### src/avg_pkg.sv
// Shared widths, register indexes and queue status type for the ADC block averager.
package avg_pkg;

  localparam int CNT_W     = 8;
  localparam int DELTA_W   = 24;
  localparam int AVG_W     = 24;
  localparam int DEV_W     = 24;
  localparam int THR_W     = 25;
  localparam int CFG_IDX_W = 2;

  typedef logic [CFG_IDX_W-1:0] cfg_idx_t;

  localparam cfg_idx_t CFG_SAMPLE_COUNT    = 2'd0;
  localparam cfg_idx_t CFG_TARE_MODE       = 2'd1;
  localparam cfg_idx_t CFG_THRESHOLD_DELTA = 2'd2;

  typedef struct packed {
    logic full;
    logic empty;
  } q_stat_t;

endpackage

### src/avg_queue.sv
// Small register FIFO carrying finished blocks from the accumulator to the divider.
module avg_queue #(
  parameter int WIDTH = 8,
  parameter int DEPTH = 2
) (
  input  logic               clk_i,
  input  logic               rst_ni,
  input  logic               push_i,
  input  logic [WIDTH-1:0]   data_i,
  input  logic               pop_i,
  output logic [WIDTH-1:0]   data_o,
  output avg_pkg::q_stat_t   stat_o
);
  import avg_pkg::*;

  localparam int PW = (DEPTH > 1) ? $clog2(DEPTH) : 1;
  localparam int CW = $clog2(DEPTH + 1);

  logic [WIDTH-1:0] mem_q [DEPTH];
  logic [PW-1:0]    wr_q, rd_q;
  logic [CW-1:0]    cnt_q;

  assign data_o       = mem_q[rd_q];
  assign stat_o.full  = (cnt_q == CW'(DEPTH));
  assign stat_o.empty = (cnt_q == '0);

  always_ff @(posedge clk_i or negedge rst_ni) begin
    if (!rst_ni) begin
      wr_q  <= '0;
      rd_q  <= '0;
      cnt_q <= '0;
    end else begin
      if (push_i) begin
        wr_q <= (wr_q == PW'(DEPTH - 1)) ? '0 : wr_q + 1'b1;
      end
      if (pop_i) begin
        rd_q <= (rd_q == PW'(DEPTH - 1)) ? '0 : rd_q + 1'b1;
      end
      if (push_i && !pop_i) begin
        cnt_q <= cnt_q + 1'b1;
      end else if (pop_i && !push_i) begin
        cnt_q <= cnt_q - 1'b1;
      end
    end
  end

  always_ff @(posedge clk_i) begin
    if (push_i) begin
      mem_q[wr_q] <= data_i;
    end
  end

endmodule

### src/avg_front.sv
// Sample accumulator: running sum, min and max; emits a job at the end of each block.
module avg_front #(
  parameter int SAMPLE_BITS = 24
) (
  input  logic                        clk_i,
  input  logic                        rst_ni,
  input  logic                        in_valid_i,
  output logic                        in_stall_o,
  input  logic [SAMPLE_BITS-1:0]      raw_word_i,
  input  logic [avg_pkg::CNT_W-1:0]   sample_count_i,
  input  avg_pkg::q_stat_t            q_stat_i,
  output logic                        push_o,
  output logic [SAMPLE_BITS+avg_pkg::CNT_W-1:0] job_sum_o,
  output logic [avg_pkg::CNT_W-1:0]   job_taken_o,
  output logic [avg_pkg::DEV_W-1:0]   job_dev_o
);
  import avg_pkg::*;

  localparam int SUM_W = SAMPLE_BITS + CNT_W;

  logic [CNT_W-1:0]              idx_q;
  logic signed [SUM_W-1:0]       sum_q, sum_d;
  logic signed [SAMPLE_BITS-1:0] min_q, min_d, max_q, max_d, smp;
  logic signed [SUM_W-1:0]       smp_ext;
  logic [CNT_W-1:0]              count_eff;
  logic [CNT_W:0]                taken;
  logic                          first, done, accept;
  logic [SAMPLE_BITS:0]          dev_full;
  logic [SAMPLE_BITS+DEV_W:0]    dev_ext;

  assign in_stall_o = q_stat_i.full;
  assign accept     = in_valid_i && !in_stall_o;

  assign smp       = signed'(raw_word_i);
  assign smp_ext   = signed'({{CNT_W{raw_word_i[SAMPLE_BITS-1]}}, raw_word_i});
  // a count of zero behaves as one
  assign count_eff = (sample_count_i == '0) ? CNT_W'(1) : sample_count_i;
  assign first     = (idx_q == '0);
  assign taken     = (CNT_W + 1)'(idx_q) + 1'b1;
  assign done      = (taken >= {1'b0, count_eff});

  always_comb begin
    if (first) begin
      sum_d = smp_ext;
      min_d = smp;
      max_d = smp;
    end else begin
      sum_d = sum_q + smp_ext;
      min_d = (smp < min_q) ? smp : min_q;
      max_d = (smp > max_q) ? smp : max_q;
    end
  end

  assign dev_full    = {max_d[SAMPLE_BITS-1], max_d} - {min_d[SAMPLE_BITS-1], min_d};
  assign dev_ext     = {{DEV_W{1'b0}}, dev_full};
  assign push_o      = accept && done;
  assign job_sum_o   = sum_d;
  assign job_taken_o = taken[CNT_W-1:0];
  assign job_dev_o   = dev_ext[DEV_W-1:0];

  always_ff @(posedge clk_i or negedge rst_ni) begin
    if (!rst_ni) begin
      idx_q <= '0;
    end else if (accept) begin
      idx_q <= done ? '0 : taken[CNT_W-1:0];
    end
  end

  always_ff @(posedge clk_i) begin
    if (accept) begin
      sum_q <= sum_d;
      min_q <= min_d;
      max_q <= max_d;
    end
  end

endmodule

### src/avg_back.sv
// Block finisher: serial restoring divide, tare update, threshold and result register.
module avg_back #(
  parameter int SAMPLE_BITS = 24
) (
  input  logic                              clk_i,
  input  logic                              rst_ni,
  input  avg_pkg::q_stat_t                  q_stat_i,
  output logic                              pop_o,
  input  logic [SAMPLE_BITS+avg_pkg::CNT_W-1:0] job_sum_i,
  input  logic [avg_pkg::CNT_W-1:0]         job_taken_i,
  input  logic [avg_pkg::DEV_W-1:0]         job_dev_i,
  input  logic                              tare_mode_i,
  input  logic signed [avg_pkg::DELTA_W-1:0] threshold_delta_i,
  output logic                              out_valid_o,
  input  logic                              out_stall_i,
  output logic signed [avg_pkg::AVG_W-1:0]  average_o,
  output logic [avg_pkg::DEV_W-1:0]         deviation_o,
  output logic signed [avg_pkg::THR_W-1:0]  trip_level_o,
  output logic                              was_tare_o
);
  import avg_pkg::*;

  localparam int SUM_W = SAMPLE_BITS + CNT_W;
  localparam int BCW   = $clog2(SUM_W);
  localparam int TW    = SAMPLE_BITS + THR_W;

  localparam logic [1:0] ST_IDLE = 2'd0;
  localparam logic [1:0] ST_DIV  = 2'd1;
  localparam logic [1:0] ST_NEG  = 2'd2;
  localparam logic [1:0] ST_FIN  = 2'd3;

  logic [1:0]             state_q, state_d;
  logic                   neg_q;
  logic [SUM_W-1:0]       mag_q;
  logic [CNT_W-1:0]       rem_q, div_q;
  logic [DEV_W-1:0]       dev_q;
  logic [BCW-1:0]         bit_cnt_q;
  logic signed [SAMPLE_BITS-1:0] tare_q, avg_full, tare_d;
  logic                   out_valid_q, out_free, load_out;

  logic [CNT_W:0]         trial, trial_diff;
  logic                   ge;
  logic [CNT_W-1:0]       rem_d;
  logic [SAMPLE_BITS+AVG_W-1:0] avg_ext;
  logic signed [TW-1:0]   thr_sum;

  assign out_free = !out_valid_q || !out_stall_i;
  assign pop_o    = (state_q == ST_IDLE) && !q_stat_i.empty;
  assign load_out = (state_q == ST_FIN) && out_free;

  // one quotient bit per cycle
  assign trial      = {rem_q, mag_q[SUM_W-1]};
  assign trial_diff = trial - {1'b0, div_q};
  assign ge         = (trial >= {1'b0, div_q});
  assign rem_d      = ge ? trial_diff[CNT_W-1:0] : trial[CNT_W-1:0];

  assign avg_full = signed'(mag_q[SAMPLE_BITS-1:0]);
  assign tare_d   = tare_mode_i ? avg_full : tare_q;
  assign avg_ext  = {{AVG_W{avg_full[SAMPLE_BITS-1]}}, avg_full};
  assign thr_sum  = signed'({{THR_W{tare_d[SAMPLE_BITS-1]}}, tare_d})
                  + signed'({{(TW-DELTA_W){threshold_delta_i[DELTA_W-1]}}, threshold_delta_i});

  always_comb begin
    state_d = state_q;
    unique case (state_q)
      ST_IDLE: if (!q_stat_i.empty) state_d = ST_DIV;
      ST_DIV:  if (bit_cnt_q == '0) state_d = ST_NEG;
      ST_NEG:  state_d = ST_FIN;
      ST_FIN:  if (out_free) state_d = ST_IDLE;
      default: state_d = ST_IDLE;
    endcase
  end

  always_ff @(posedge clk_i or negedge rst_ni) begin
    if (!rst_ni) begin
      state_q     <= ST_IDLE;
      out_valid_q <= 1'b0;
      tare_q      <= '0;
    end else begin
      state_q <= state_d;
      if (load_out) begin
        out_valid_q <= 1'b1;
        tare_q      <= tare_d;
      end else if (!out_stall_i) begin
        out_valid_q <= 1'b0;
      end
    end
  end

  always_ff @(posedge clk_i) begin
    unique case (state_q)
      ST_IDLE: begin
        if (!q_stat_i.empty) begin
          neg_q     <= job_sum_i[SUM_W-1];
          mag_q     <= job_sum_i[SUM_W-1] ? -job_sum_i : job_sum_i;
          rem_q     <= '0;
          div_q     <= job_taken_i;
          dev_q     <= job_dev_i;
          bit_cnt_q <= BCW'(SUM_W - 1);
        end
      end
      ST_DIV: begin
        rem_q     <= rem_d;
        mag_q     <= {mag_q[SUM_W-2:0], ge};
        bit_cnt_q <= bit_cnt_q - 1'b1;
      end
      ST_NEG: begin
        // truncation toward zero: divide the magnitude, then restore the sign
        mag_q <= neg_q ? -mag_q : mag_q;
      end
      ST_FIN: begin
        if (out_free) begin
          average_o    <= signed'(avg_ext[AVG_W-1:0]);
          deviation_o  <= dev_q;
          trip_level_o <= thr_sum[THR_W-1:0];
          was_tare_o   <= tare_mode_i;
        end
      end
      default: ;
    endcase
  end

  assign out_valid_o = out_valid_q;

endmodule

### src/adc_sample_averager_with_tare.sv
// Top level of the ADC block averager with min/max deviation and tare offset.
//
//  channel | role   | handshake               | payload
//  --------+--------+-------------------------+-----------------------------------------------
//  in      | sink   | in_valid_i/in_stall_o   | raw_word_i
//  out     | source | out_valid_o/out_stall_i | average_o, deviation_o, trip_level_o, was_tare_o
//  cfg     | sink   | cfg_valid_i/cfg_ready_o | cfg_index_i, cfg_data_i
//
// The accumulator takes one sample beat per cycle while in_stall_o is low. Each block's result
// goes through the one-bit-per-cycle restoring divider, a sign fix-up and the result register.
// Up to QUEUE_DEPTH finished blocks wait between accumulator and divider; in_stall_o rises
// only when that queue is full. Reset is asynchronous and needs no clearing pass.
// The result register lets the divider finish the next block while a result is stalled.
module adc_sample_averager_with_tare #(
  parameter int SAMPLE_BITS = 24,
  parameter int QUEUE_DEPTH = 2
) (
  input  logic                              clk_i,
  input  logic                              rst_ni,
  input  logic                              in_valid_i,
  output logic                              in_stall_o,
  input  logic [SAMPLE_BITS-1:0]            raw_word_i,
  output logic                              out_valid_o,
  input  logic                              out_stall_i,
  output logic signed [avg_pkg::AVG_W-1:0]  average_o,
  output logic [avg_pkg::DEV_W-1:0]         deviation_o,
  output logic signed [avg_pkg::THR_W-1:0]  trip_level_o,
  output logic                              was_tare_o,
  input  logic                              cfg_valid_i,
  output logic                              cfg_ready_o,
  input  avg_pkg::cfg_idx_t                 cfg_index_i,
  input  logic [avg_pkg::DELTA_W-1:0]       cfg_data_i
);
  import avg_pkg::*;

  localparam int SUM_W = SAMPLE_BITS + CNT_W;
  localparam int JOB_W = SUM_W + CNT_W + DEV_W;

  logic [CNT_W-1:0]          sample_count_q;
  logic                      tare_mode_q;
  logic signed [DELTA_W-1:0] threshold_delta_q;

  q_stat_t          q_stat;
  logic             q_push, q_pop;
  logic [JOB_W-1:0] q_wdata, q_rdata;
  logic [SUM_W-1:0] f_sum;
  logic [CNT_W-1:0] f_taken;
  logic [DEV_W-1:0] f_dev;

  assign cfg_ready_o = 1'b1;

  always_ff @(posedge clk_i or negedge rst_ni) begin
    if (!rst_ni) begin
      sample_count_q    <= CNT_W'(1);
      tare_mode_q       <= 1'b0;
      threshold_delta_q <= '0;
    end else if (cfg_valid_i && cfg_ready_o) begin
      unique case (cfg_index_i)
        CFG_SAMPLE_COUNT:    sample_count_q    <= cfg_data_i[CNT_W-1:0];
        CFG_TARE_MODE:       tare_mode_q       <= cfg_data_i[0];
        CFG_THRESHOLD_DELTA: threshold_delta_q <= signed'(cfg_data_i);
        default: ;
      endcase
    end
  end

  avg_front #(
    .SAMPLE_BITS(SAMPLE_BITS)
  ) u_front (
    .clk_i         (clk_i),
    .rst_ni        (rst_ni),
    .in_valid_i    (in_valid_i),
    .in_stall_o    (in_stall_o),
    .raw_word_i    (raw_word_i),
    .sample_count_i(sample_count_q),
    .q_stat_i      (q_stat),
    .push_o        (q_push),
    .job_sum_o     (f_sum),
    .job_taken_o   (f_taken),
    .job_dev_o     (f_dev)
  );

  assign q_wdata = {f_sum, f_taken, f_dev};

  avg_queue #(
    .WIDTH(JOB_W),
    .DEPTH(QUEUE_DEPTH)
  ) u_queue (
    .clk_i (clk_i),
    .rst_ni(rst_ni),
    .push_i(q_push),
    .data_i(q_wdata),
    .pop_i (q_pop),
    .data_o(q_rdata),
    .stat_o(q_stat)
  );

  avg_back #(
    .SAMPLE_BITS(SAMPLE_BITS)
  ) u_back (
    .clk_i            (clk_i),
    .rst_ni           (rst_ni),
    .q_stat_i         (q_stat),
    .pop_o            (q_pop),
    .job_sum_i        (q_rdata[JOB_W-1 -: SUM_W]),
    .job_taken_i      (q_rdata[DEV_W +: CNT_W]),
    .job_dev_i        (q_rdata[DEV_W-1:0]),
    .tare_mode_i      (tare_mode_q),
    .threshold_delta_i(threshold_delta_q),
    .out_valid_o      (out_valid_o),
    .out_stall_i      (out_stall_i),
    .average_o        (average_o),
    .deviation_o      (deviation_o),
    .trip_level_o     (trip_level_o),
    .was_tare_o       (was_tare_o)
  );

`ifndef SYNTHESIS
  a_no_overflow: assert property (@(posedge clk_i) disable iff (!rst_ni)
    q_push |-> !q_stat.full)
    else $error("block queue written while full");

  a_no_underflow: assert property (@(posedge clk_i) disable iff (!rst_ni)
    q_pop |-> !q_stat.empty)
    else $error("block queue read while empty");

  a_result_after_pop: assert property (@(posedge clk_i) disable iff (!rst_ni)
    $rose(out_valid_o) |-> !$past(q_pop))
    else $error("result appeared one cycle after a divide started");
`endif

endmodule

### config.mk
export PLATFORM = sky130hd
export DESIGN_NAME = adc_sample_averager_with_tare
export DESIGN_NICKNAME = d
export VERILOG_FILES = /design/src/avg_pkg.sv /design/src/avg_queue.sv /design/src/avg_front.sv /design/src/avg_back.sv /design/src/adc_sample_averager_with_tare.sv
export SDC_FILE = /design/constraint.sdc
export NUM_CORES = 1
export LEC_CHECK = 0
export BUFFER_PORTS_ARGS = -buffer_cell sky130_fd_sc_hd__buf_2
export CORE_ASPECT_RATIO = 0.6
export CORE_UTILIZATION = 56
export DETAILED_ROUTE_END_ITERATION = 7
export PLACE_DENSITY = 0.85
export SYNTH_ARGS = -nofsm -noshare
export SYNTH_HDL_FRONTEND = slang
export SYNTH_SLANG_ARGS = --single-unit
### constraint.sdc
create_clock -name clk_i -period 5.35 [get_ports clk_i]
set_input_delay 1.07 -clock clk_i [delete_from_list [all_inputs] [get_ports clk_i]]
set_output_delay 1.07 -clock clk_i [all_outputs]
set_load 0.02 [all_outputs]
# Word level (Yosys, flattened, before mapping)
# Memories as Yosys holds them, arrays and structs flattened.
# Index checks and enable logic that the tools add are counted.
dict set report classes {
  n_addsub 12
  order_cmp 4
  n_eq_ne 11
  n_mux 29
  n_bitwise 1
  n_reduce_logical 30
}
# cell count
set op_table {}
lappend op_table {{2-to-1 mux 32 bit} 4}
lappend op_table {{2-to-1 mux 24 bit} 5}
lappend op_table {{one-hot mux 32 bit (3 select lines)} 1}
lappend op_table {{negation 32 bit} 2}
lappend op_table {{adder 32 x 24 -> 32 bit} 1}
lappend op_table {{2-to-1 mux 8 bit} 4}
lappend op_table {{adder 24 x 24 -> 25 bit} 1}
lappend op_table {{greater-than comparator 24 bit} 1}
lappend op_table {{less-than comparator 24 bit} 1}
lappend op_table {{subtractor 24 bit} 1}
lappend op_table {{greater-or-equal comparator 9 x 8 -> 1 bit} 2}
lappend op_table {{logical NOT 8 bit} 2}
lappend op_table {{one-hot mux 8 bit (2 select lines)} 1}
lappend op_table {{AND reduction 2 bit} 6}
lappend op_table {{2-to-1 mux 2 bit} 5}
lappend op_table {{one-hot mux 5 bit (2 select lines)} 1}
lappend op_table {{adder 8 x 1 -> 9 bit, second input constant} 1}
lappend op_table {{== test 2 bit, second input constant} 4}
lappend op_table {{inequality test 2 x 1 -> 1 bit, second input constant} 4}
lappend op_table {{one-hot mux 2 bit (4 select lines)} 1}
lappend op_table {{subtractor 8 bit} 1}
lappend op_table {{logical AND 1 bit} 6}
lappend op_table {{logical NOT 1 bit} 6}
lappend op_table {{logical NOT 2 bit} 3}
lappend op_table {{other kinds (14)} 23}
dict set report totals {
  reg_bits 304
  ramBits 128
  inputBits 55
  memories 1
}
# name words width rd rd_clocked_by_memory_dff write_ports line_no
set mem_list {}
lappend mem_list {u_queue.mem_q 2 64 1 0 1 avg_queue.sv:19} ;# logic [WIDTH-1:0] mem_q [DEPTH];

# Longest topological paths before layout
# Gate-level depths: netlist of run 1.
dict set report depth {
  word_depth 8
  mapped_depth 28
  mapped_depth_nobuf 25
}

# Hierarchy
# A second synthesis of run 1 with hierarchy kept.
dict set report unflattened {
  cells_unflattened 2044
  area_unflattened_um2 24151.9
}
# mod n_inst cells_each area_per_inst_um2 seq_area_each_um2
set modules_own_cells {}
lappend modules_own_cells {avg_back 1 797 9605.5 5240.0}
lappend modules_own_cells {avg_front 1 959 8256.7 2602.5}
lappend modules_own_cells {avg_queue 1 215 5011.1 3943.8}
lappend modules_own_cells {adc_sample_averager_with_tare 1 73 1278.7 827.0}

# Worst setup path before layout of run 1
# No wires, ideal clock.
dict set report synth_path {
  path_type {input to register}
  startpoint {input port raw_word_i[21]}
  endpoint {memory u_queue.mem_q[0][21] (netlist name) (data pin)}
  setup_time_ns 0.259
  t_arrival_ns 6.039
  path_slack_ns -0.948
  cell_stages 26
  path_buffers 3
  path_cell_list {ha_1 -> a21o_1 -> a2111oi_4 -> o211ai_2 -> a2111oi_4 -> a21oi_2 -> buf_6 -> buf_6 -> clkbuf_1 -> a21oi_1 -> inv_1 -> ha_1 -> nor2b_1 -> o21ai_0 -> nand2b_1 -> a31oi_1 -> inv_1 -> o32ai_1 -> a222oi_1 -> maj3_1 -> a21boi_1 -> nor2_1 -> a21oi_1 -> a31oi_1 -> or4_1 -> and4_1}
}
dict set report synth_between {
  elab_chain_cells 4
}
# item line_no
set synth_rtl {}
lappend synth_rtl {{from (decl)} adc_sample_averager_with_tare.sv:22} ;# input logic [SAMPLE_BITS-1:0] raw_word_i,
lappend synth_rtl {{greater-than comparator 24 bit} avg_front.sv:50} ;# max_d = (smp > max_q) ? smp : max_q;
lappend synth_rtl {{2-to-1 mux 24 bit} avg_front.sv:50}
lappend synth_rtl {{2-to-1 mux 24 bit} avg_front.sv:43} ;# if (first) begin
lappend synth_rtl {{named net u_front.max_d[1]} avg_front.sv:23} ;# logic signed [SAMPLE_BITS-1:0] min_q, min_d, max_q, max_d, smp;
lappend synth_rtl {{subtractor 24 bit} avg_front.sv:54} ;# assign dev_full = {max_d[SAMPLE_BITS-1], max_d} - {min_d[SAMPLE_BITS-1], min_d};
lappend synth_rtl {{named net f_dev[21]} adc_sample_averager_with_tare.sv:48} ;# logic [DEV_W-1:0] f_dev;
lappend synth_rtl {{to (decl)} avg_queue.sv:19}
# The timed path passes the listed nets, and every way through them passes these cells.

# Worst setup path in the final report of run 1
dict set report layout_path {
  startpoint {input port raw_word_i[14]}
  endpoint {memory u_queue.mem_q[0][21] (netlist name) (data pin)}
}
dict set report layout_between {
  elab_chain_cells 4
}
# item line_no
set layout_rtl {}
lappend layout_rtl {{greater-than comparator 24 bit / less-than comparator 24 bit (equally long branches)} {avg_front.sv:50, avg_front.sv:49}}
lappend layout_rtl {{2-to-1 mux 24 bit (on tied branches)} {avg_front.sv:50, avg_front.sv:49}}
lappend layout_rtl {{2-to-1 mux 24 bit} avg_front.sv:43}
lappend layout_rtl {{subtractor 24 bit *} avg_front.sv:54}
lappend layout_rtl {{named net f_dev[21]} adc_sample_averager_with_tare.sv:48}
# Mark *: on every way through the listed nets, which the timed path passes. The rest lies on a longest branch.

==> results of run 1 <==
## registers in the layout, indices dropped and copies added (netlist names), 8 cells and up, named ones only
| signal | flops |
|---|---|
| u_queue.mem_q | 128 |
| u_back.mag_q | 32 |
| u_front.sum_q | 32 |
| u_back.trip_level_o | 25 |
| threshold_delta_q | 24 |
| u_back.average_o | 24 |
| u_back.dev_q | 24 |
| u_back.deviation_o | 24 |
| u_back.tare_q | 24 |
| u_front.min_q | 24 |
| u_front.max_q | 21 |
| sample_count_q | 8 |
| u_back.div_q | 8 |
| u_back.rem_q | 8 |
| u_front.idx_q | 8 |
## how the worst max path moves through the flow
stage                        start                    to  slack [ns]  cells past startpoint
finish              raw_word_i[14]  u_queue.mem_q[0][21]       -0.09                     22
global route        raw_word_i[17]  u_queue.mem_q[0][21]       -0.23                     28
CTS                 raw_word_i[22]  u_queue.mem_q[0][21]     -0.0003                     27
detailed placement  raw_word_i[22]  u_queue.mem_q[0][21]       -0.72                     25
global placement    raw_word_i[21]  u_queue.mem_q[1][21]       -0.43                     26
floorplan           raw_word_i[21]  u_queue.mem_q[0][21]       -0.29                     25
## repair_timing
| item | 4_1_cts | 5_1_grt |
|---|---|---|
| hold buffers | 0 | 0 |
| endpoints found under the setup margin | 8 | 22 |
| buffers inserted | 23 | 13 |
| pin swaps | 6 | 34 |
| gates resized for setup | 11 | 78 |
## cell type report
type / count / area [um2] / share of cell area
inverters: 140 / 526 / 0.0190
clock buffers: 49 / 1080 / 0.0389
multi-input cells: 1382 / 10500 / 0.381
clock inverters: 29 / 330 / 0.0119
repair buffers: 287 / 1870 / 0.0677
well taps: 560 / 701 / 0.0253
flip-flops and latches: 432 / 12600 / 0.456
## per-layer routing
metal | wire [um] | track usage | part of all wire | vias up
li1 | - | - | - | 7909
met1 | 24900 | 0.380 | 0.42 | 8474
met2 | 27000 | 0.413 | 0.46 | 803
met3 | 5730 | 0.0652 | 0.097 | 117
met4 | 1190 | 0.0670 | 0.020 | 0
met5 | 0 | 0 | 0 | -
## stage by stage
stage | area, um2 | TNS (ns)
floorplan | 23400 | -1.70
global placement | 25500 | -5.25
detailed placement | 25500 | -10.66
CTS | 27100 | -0.000615
global route | 27700 | -1.98
finish | 27700 | -0.287
## critical path: stages
cell,delay (ns)
buf_2,0.14
ha_1,0.31
nand4_1,0.18
or4_4,0.61
o21ai_4,0.19
buf_4,0.15
o21ai_4,0.11
nor2_2,0.16
a21oi_2,0.06
ha_1,0.37
a21o_1,0.22
a31oi_2,0.17
buf_4,0.15
a21o_1,0.09
a222oi_1,0.10
maj3_2,0.37
a21boi_2,0.19
nor2_2,0.08
a21oi_4,0.22
a31oi_4,0.17
or4_4,0.45
and4_1,0.20
## cells by family (layout without fill, tap and decap cells)
logic type	after synthesis	after routing	synth area share
other cells	1	1	0.000161
fa+ha+maj	151	151	0.0819
flops	432	432	0.541
compound gates	459	459	0.123
buf+inv	200	505	0.0333
simple gates	482	482	0.0978
xor+xnor	137	137	0.0514
mux	152	152	0.0712
## placed cells by master (no fill, tap or decap), drive strengths merged, types with 19 or more instances in the layout
master and n:
nor2 118, ha 143, mux2 111, buf 286
mux2i 41, xor2 57, xnor2 80, nand2b 23
a21oi 114, nor3 34, edfxtp 360, o21ai 161
a21o 37, clkbuf 50, dfrtp 71, a22o 19
nand2 163, inv 144, nor2b 34, nand3 19
==> impl_metrics.yaml, run 1 <==
status:
  status: "finished with violations"
  violations: "negative setup slack"
synth:
  synth_fp_nets: 2216
  yosys_warnings: 0
  synthMostInstantiatedCell: "edfxtp_1"
  synth_cell_types: 78
  syn_avg_cell_area_um2: 11.6
  synth_top_cell_by_area: "edfxtp_1"
  synthesis.area_um2: 23300
  synthArstFlopShare: 0.167
  syn_inst: 2014
  synth.ff_latch_count: 432
  synth_top_area_frac: 0.463
  synth_common_cells: "edfxtp_1 (360), nand2_1 (163), o21ai_0 (151), ha_1 (143), inv_1 (139)"
  ys_seq_area_frac: 0.541
  synth_edf_count: 360
  ys.flop_type: "edfxtp_1"
  synthTopCellsByArea: "edfxtp_1 (46%), ha_1 (7.7%), dfrtp_1 (7.6%)"
grt:
  grt_antenna_before_repair: 0
  grt_pass1_wl_um: 90100
  grt_max_degree: 78
  grt_pass1_vias: 16900
  overflow: 0
  grt_usage: 0.268
worst_hold_path:
  holdPathEnd: "u_back.deviation_o[22]"
  hp-class: "register to register"
  min_from: "u_back.dev_q[22]"
  hold-path-cell-count: 0
floorplanning:
  io_pins: 132
  die_h_um: 160
  design.die.area_um2: 42500
  core_area_um2: 40700
  die_w_um: 265
  num_rows: 57
  start_util: 0.573
detailed_routing:
  vias: 17300
  drt_iter0_drc: 1915
  drt_pass1_iterations: 5
  viasPerCell: 6.01
  wl_per_cell_um: 20.5
  routed_wl_um: 58900
  route.detailed.drc: 0
  drtAntennaViolNets: 0
sta:
  skew_ns: 0.0304
  setup_viol: 6
  worst_pin_slew_ns: 1.20
  rsz0062_at_grt: "yes"
  relSlewSlack: 0.200
  max_freq_ghz: 0.184
  fin_crit_sh: 1.02
  min_period_ns: 5.44
  slew_violations: 0
  hold_violations: 0
  setup_ws_ns: -0.0934
  whs_ns: 0.418
place:
  io_buffers: 130
  dp_cells: 2768
  place_ws_ns: -0.722
  dp_hpwl_um: 40700
  gp_congestion: 0.972
critical_path:
  r2r_start: "u_front.min_q[10]"
  r2r_cells: 22
  cp_data_required_time_ns: 5.66
  startpoint_type: "input pin"
  cp_max_fo: 8
  cp.arrival_ns: 5.76
  r2r_end: "u_queue.mem_q[0][21]"
  crit_path_end_kind: "register"
  critPathKind: "input pin to register"
  timing.reg2reg.setup_slack_ns: 0.04
cells_and_area:
  nets: 2487
  drive_above_1_share: 0.241
  fin_cells: 2879
  fillers: 2764
  n_antenna_cell: 0
  syn_to_final_growth_pct: 18.6
  fin_util: 0.679
clocking:
  clk_pin_slew_ns: 0.06
  cts_buffers: 42
  cts.sinks: 432
  htree_levels: 2
  cts_root_buf: "clkbuf_16"
  cts_tree: "yes"
  clkLatencyLatePin_ns: 0.57
  clock_path_buffers: 3
run:
  drv_cap: 0
Power of run 1 is not shown: default switching activity piles up to over one toggle a cycle in this logic, so the estimate is an artifact.
==> run 2, diff against run 1 <==
Settings changed: SKIP_CTS_REPAIR_TIMING from default to 1.
==> run 2 against run 1 <==
Net effect:
- the flow still finishes with violations (negative setup slack)
- wire length down 2.0%
- critical endpoint unchanged
- global-route usage down 0.34 points
- design area down 1.4%
==> impl_metrics.yaml, run 2 (same netlist as run 1, synthesis figures left out) <==
status:
  status: "finished with violations"
  violations: "negative setup slack"
clocking:
  clkLatencyLatePin_ns: 0.57
  htree_levels: 2
  cts_root_buf: "clkbuf_16"
  cts_buffers: 42
  cts_tree: "yes"
  cts.sinks: 432
  clock_path_buffers: 3
  clk_pin_slew_ns: 0.07
detailed_routing:
  viasPerCell: 5.98
  drt_iter0_drc: 1861
  routed_wl_um: 57700
  routed.top_layer: "met4"
  wl_met3_um: 5660
  m1WireLength_um: 24600
  drt_pass1_iterations: 6
  wl_per_cell_um: 20.2
  met2_wirelength_um: 26400
  route.detailed.drc: 0
  drtAntennaViolNets: 0
  vias: 17100
cells_and_area:
  nets: 2470
  largest_registers: "u_queue.mem_q x128, u_back.mag_q x32, u_front.sum_q x32"
  final_common_cell: "edfxtp_1"
  syn_to_final_growth_pct: 17.0
  drive_above_1_share: 0.224
  stdcell_area_um2: 27300
  mostFrequentLayoutCells: "edfxtp_1 (360), nand2_1 (163), o21ai_0 (143), inv_1 (138), ha_1 (137)"
  largest_register: "u_queue.mem_q"
  largest_reg_flops: 128
sta:
  fin_crit_sh: 1.03
  relSlewSlack: 0.177
  rsz0062_at_grt: "yes"
  slew_violations: 0
  skew_ns: 0.0319
  setup_ws_ns: -0.134
  worst_pin_slew_ns: 1.23
  hold_violations: 0
  max_freq_ghz: 0.182
  min_period_ns: 5.48
  setup_viol: 10
run:
  drv_cap: 0
critical_path:
  crit_path_end_kind: "register"
  cp_max_fo: 6
  critPathKind: "input pin to register"
  cp.arrival_ns: 5.80
  r2r_end: "u_queue.mem_q[0][21]"
  cp_data_required_time_ns: 5.66
  r2r_cells: 27
  timing.reg2reg.setup_slack_ns: -0.12
  startpoint_type: "input pin"
floorplanning:
  core_area_um2: 40700
  die_w_um: 265
  start_util: 0.573
  io_pins: 132
  num_rows: 57
  die_h_um: 160
  design.die.area_um2: 42500
worst_hold_path:
  holdPathEnd: "u_back.deviation_o[22]"
  hp-class: "register to register"
  min_from: "u_back.dev_q[22]"
  hold-path-cell-count: 0
place:
  io_buffers: 130
  place_area_um2: 25500
  dp_hpwl_um: 40700
  gp_congestion: 0.972
grt:
  grt_pass1_vias: 16800
  grt_max_degree: 78
  grt_antenna_before_repair: 1
  grt_usage: 0.264
  grt_pass1_wl_um: 89100
  overflow: 0
[run 2: how the worst max path moves through the flow]
stage | startpoint | to | cells after the start
finish | raw_word_i[22] | u_queue.mem_q[0][21] | 26
global route | raw_word_i[21] | u_queue.mem_q[0][22] | 26
CTS | raw_word_i[22] | u_queue.mem_q[0][21] | 25
detailed placement | raw_word_i[22] | u_queue.mem_q[0][21] | 25
global placement | raw_word_i[21] | u_queue.mem_q[1][21] | 26
floorplan | raw_word_i[21] | u_queue.mem_q[0][21] | 25
[run 2: critical path: stages]
cell	delay (ns)
buf_2	0.12
buf_4	0.15
ha_1	0.32
nand4_1	0.13
or3_1	0.35
a21oi_2	0.14
o21a_1	0.20
o21a_2	0.26
nor2_1	0.09
a21oi_2	0.21
ha_4	0.25
nor2b_4	0.12
o21ai_2	0.11
nand2b_1	0.09
a31oi_2	0.17
inv_1	0.09
o32ai_1	0.13
a222oi_1	0.13
maj3_2	0.38
a21boi_4	0.21
nor2_4	0.06
a21oi_2	0.13
buf_6	0.13
a31oi_4	0.12
or4_4	0.45
and4_1	0.18
[run 2: cell type report]
type                            count  area, um2
Tap cell                          560        701
Multi-Input combinational cell   1383      10300
Clock buffer                       49       1080
Sequential cell                   432      12600
Antenna cell                        1       2.50
Timing Repair Buffer              269       1750
Fill cell                        2820      13400
Inverter                          140        526
Clock inverter                     29        330
[run 2: metrics by stage]
| stage | setup WS, ns | std cells | hold slack, ns | TNS, ns | util |
|---|---|---|---|---|---|
| 2_1_floorplan | -0.285 | 2014 | 0.400 | -1.70 | - |
| 3_3_place_gp | -0.429 | 2768 | 0.401 | -5.25 | 0.626 |
| 3_5_place_dp | -0.722 | 2768 | 0.405 | -10.66 | 0.626 |
| 4_1_cts | -0.153 | 2846 | 0.416 | -0.776 | 0.660 |
| 5_1_grt | -0.286 | 2863 | 0.421 | -2.85 | 0.670 |
| 6_report | -0.134 | 2863 | 0.418 | -0.934 | 0.670 |
[run 2: routing by layer]
layer  track usage  vias to the layer above
met5             0                        -
met4        0.0654                        0
met3        0.0649                      114
met2         0.407                      771
met1         0.376                     8344
li1              -                     7888
Power of run 2 is left out for the same reason.
==> run 3, diff against run 2 <==
Settings changed: CORE_UTILIZATION 56 to 58, CTS_BUF_LIST from default to sky130_fd_sc_hd__clkbuf_4 sky130_fd_sc_hd__clkbuf_8, PLACE_DENSITY 0.85 to 0.87.
==> run 3 against run 2 <==
Net effect:
- the flow finishes with violations (design-rule violations, negative setup slack)
- wire length up 2.3%
- highest routed layer is now met5
- register-to-register slack worse by 0.05 ns
- design area is 1.1% lower
- core utilization grew 1.5 points
- global-route usage rose by 1.9 points
- critical path type unchanged
- flip-flop and latch count unchanged
- critical endpoint unchanged
- non-clock buffer count grew 3
- sequential share of layout area is 0.51 points higher
- clock skew is 0.015 ns higher
- setup slack got worse by 0.11 ns
- first-iteration DRC count increased by 12%
==> impl_metrics.yaml, run 3 (same netlist as run 1, synthesis figures left out) <==
grt:
  grt_antenna_before_repair: 6
  grt_pass1_wl_um: 89900
  overflow: 0
  grt_pass1_vias: 16600
  grt_max_degree: 100
  grt_usage: 0.283
critical_path:
  cp_max_fo: 8
  critical-path-top-delay-family: "compound AO/OA/AOI/OAI gates"
  r2r_cells: 26
  timing.reg2reg.setup_slack_ns: -0.17
  cp_slowest_cell: "or4_1"
  setup.worst_path.end: "u_queue.mem_q[0][21]"
  cp_data_required_time_ns: 5.72
  startpoint: "raw_word_i[21]"
  crit_path_end_kind: "register"
  r2r_start: "u_front.max_q[21]"
  path_buf_inv: 5
  cp.arrival_ns: 5.97
  critPathKind: "input pin to register"
  r2r_end: "u_queue.mem_q[0][21]"
  worst_path_largest_cell_delay_ns: 0.54
  cp.depth: 26
  startpoint_type: "input pin"
sta:
  slew_violations: 0
  setup_viol: 8
  fin_crit_sh: 1.05
  max_freq_ghz: 0.179
  setup_ws_ns: -0.247
  worst_pin_slew_ns: 1.24
  skew_ns: 0.0470
  rsz0062_at_grt: "yes"
  relSlewSlack: 0.175
  hold_violations: 0
  min_period_ns: 5.60
clocking:
  cts_buffers: 66
  clock_path_buffers: 3
  clk_pin_slew_ns: 0.07
  htree_levels: 3
  cts_root_buf: "clkbuf_8"
  cts.sinks: 432
  clkLatencyLatePin_ns: 0.63
  cts_tree: "yes"
detailed_routing:
  wl_per_cell_um: 20.6
  routed_wl_um: 59100
  drtAntennaViolNets: 0
  vias: 17200
  viasPerCell: 6.02
  drt_pass1_iterations: 8
  route.detailed.drc: 6
  drt_iter0_drc: 2092
cells_and_area:
  largest_register: "u_queue.mem_q"
  fin_cells: 2864
  nets: 2496
  largest_registers: "u_queue.mem_q x128, u_back.mag_q x32, u_front.sum_q x32"
  drive_above_1_share: 0.232
  largest_reg_flops: 128
  stdcell_area_um2: 27000
  mostFrequentLayoutCells: "edfxtp_1 (360), nand2_1 (163), o21ai_0 (143), buf_4 (142), ha_1 (140)"
  final_common_cell: "edfxtp_1"
  syn_to_final_growth_pct: 15.7
  fillers: 2664
status:
  violations: "design-rule violations, negative setup slack"
  status: "finished with violations"
floorplanning:
  die_h_um: 157
  start_util: 0.592
  num_rows: 56
  design.die.area_um2: 41100
  io_pins: 132
  die_w_um: 261
  core_area_um2: 39400
worst_hold_path:
  hold-path-cell-count: 0
  hp-class: "register to register"
place:
  dp_hpwl_um: 42300
  io_buffers: 130
  place_area_um2: 25500
  dp_cells: 2739
  gp_congestion: 0.979
run:
  drv_cap: 0
[run 3: cell count changes in the layout (fill, tap and decap cells not counted), sizes merged]
cell | previous run | this run
clkbuf | 49 | 92
clkinvlp | 2 | 3
bufinv | 6 | 0
inv | 144 | 140
clkinv | 17 | 20
buf | 269 | 272
a21oi | 115 | 114
[run 3: area by class of cell]
class                      count  area, um2  share of cell area
sequential                   432      12600               0.468
multi-input combinational   1382      10200               0.378
timing repair buffer         272       1740              0.0644
clock buffer                  92       1140              0.0423
tap                          522        653              0.0242
inverter                     140        526              0.0195
clock inverter                23        105             0.00390
antenna                        1       2.50           0.0000927
[run 3: worst min-delay path by stage]
| stage | from | endpoint |
|---|---|---|
| 2_1_floorplan | u_back.dev_q[0] | u_back.deviation_o[0] |
| 3_3_place_gp | u_back.dev_q[10] | u_back.deviation_o[10] |
| 3_5_place_dp | u_back.dev_q[16] | u_back.deviation_o[16] |
| 4_1_cts | u_back.dev_q[11] | u_back.deviation_o[11] |
| 5_1_grt | u_back.dev_q[11] | u_back.deviation_o[11] |
| 6_report | u_back.dev_q[11] | u_back.deviation_o[11] |
[run 3: through the flow]
step           TNS (ns)  setup slack (ns)   util  hold WS (ns)
6_report         -0.843            -0.247  0.685         0.419
5_1_grt           -2.64            -0.354  0.685         0.421
4_1_cts           -1.04            -0.173  0.679         0.419
3_5_place_dp     -16.00            -0.843  0.648         0.405
3_3_place_gp     -11.40            -0.700  0.648         0.401
2_1_floorplan     -1.70            -0.285      -         0.400
[run 3: per-layer routing]
metal / track usage / part of all wire / vias up
li1: - / - / 7935
met1: 0.419 / 0.43 / 8360
met2: 0.424 / 0.44 / 837
met3: 0.0591 / 0.10 / 111
met4: 0.0738 / 0.017 / 4
met5: 0 / 0.00034 / -
Power of run 3 is left out for the same reason.
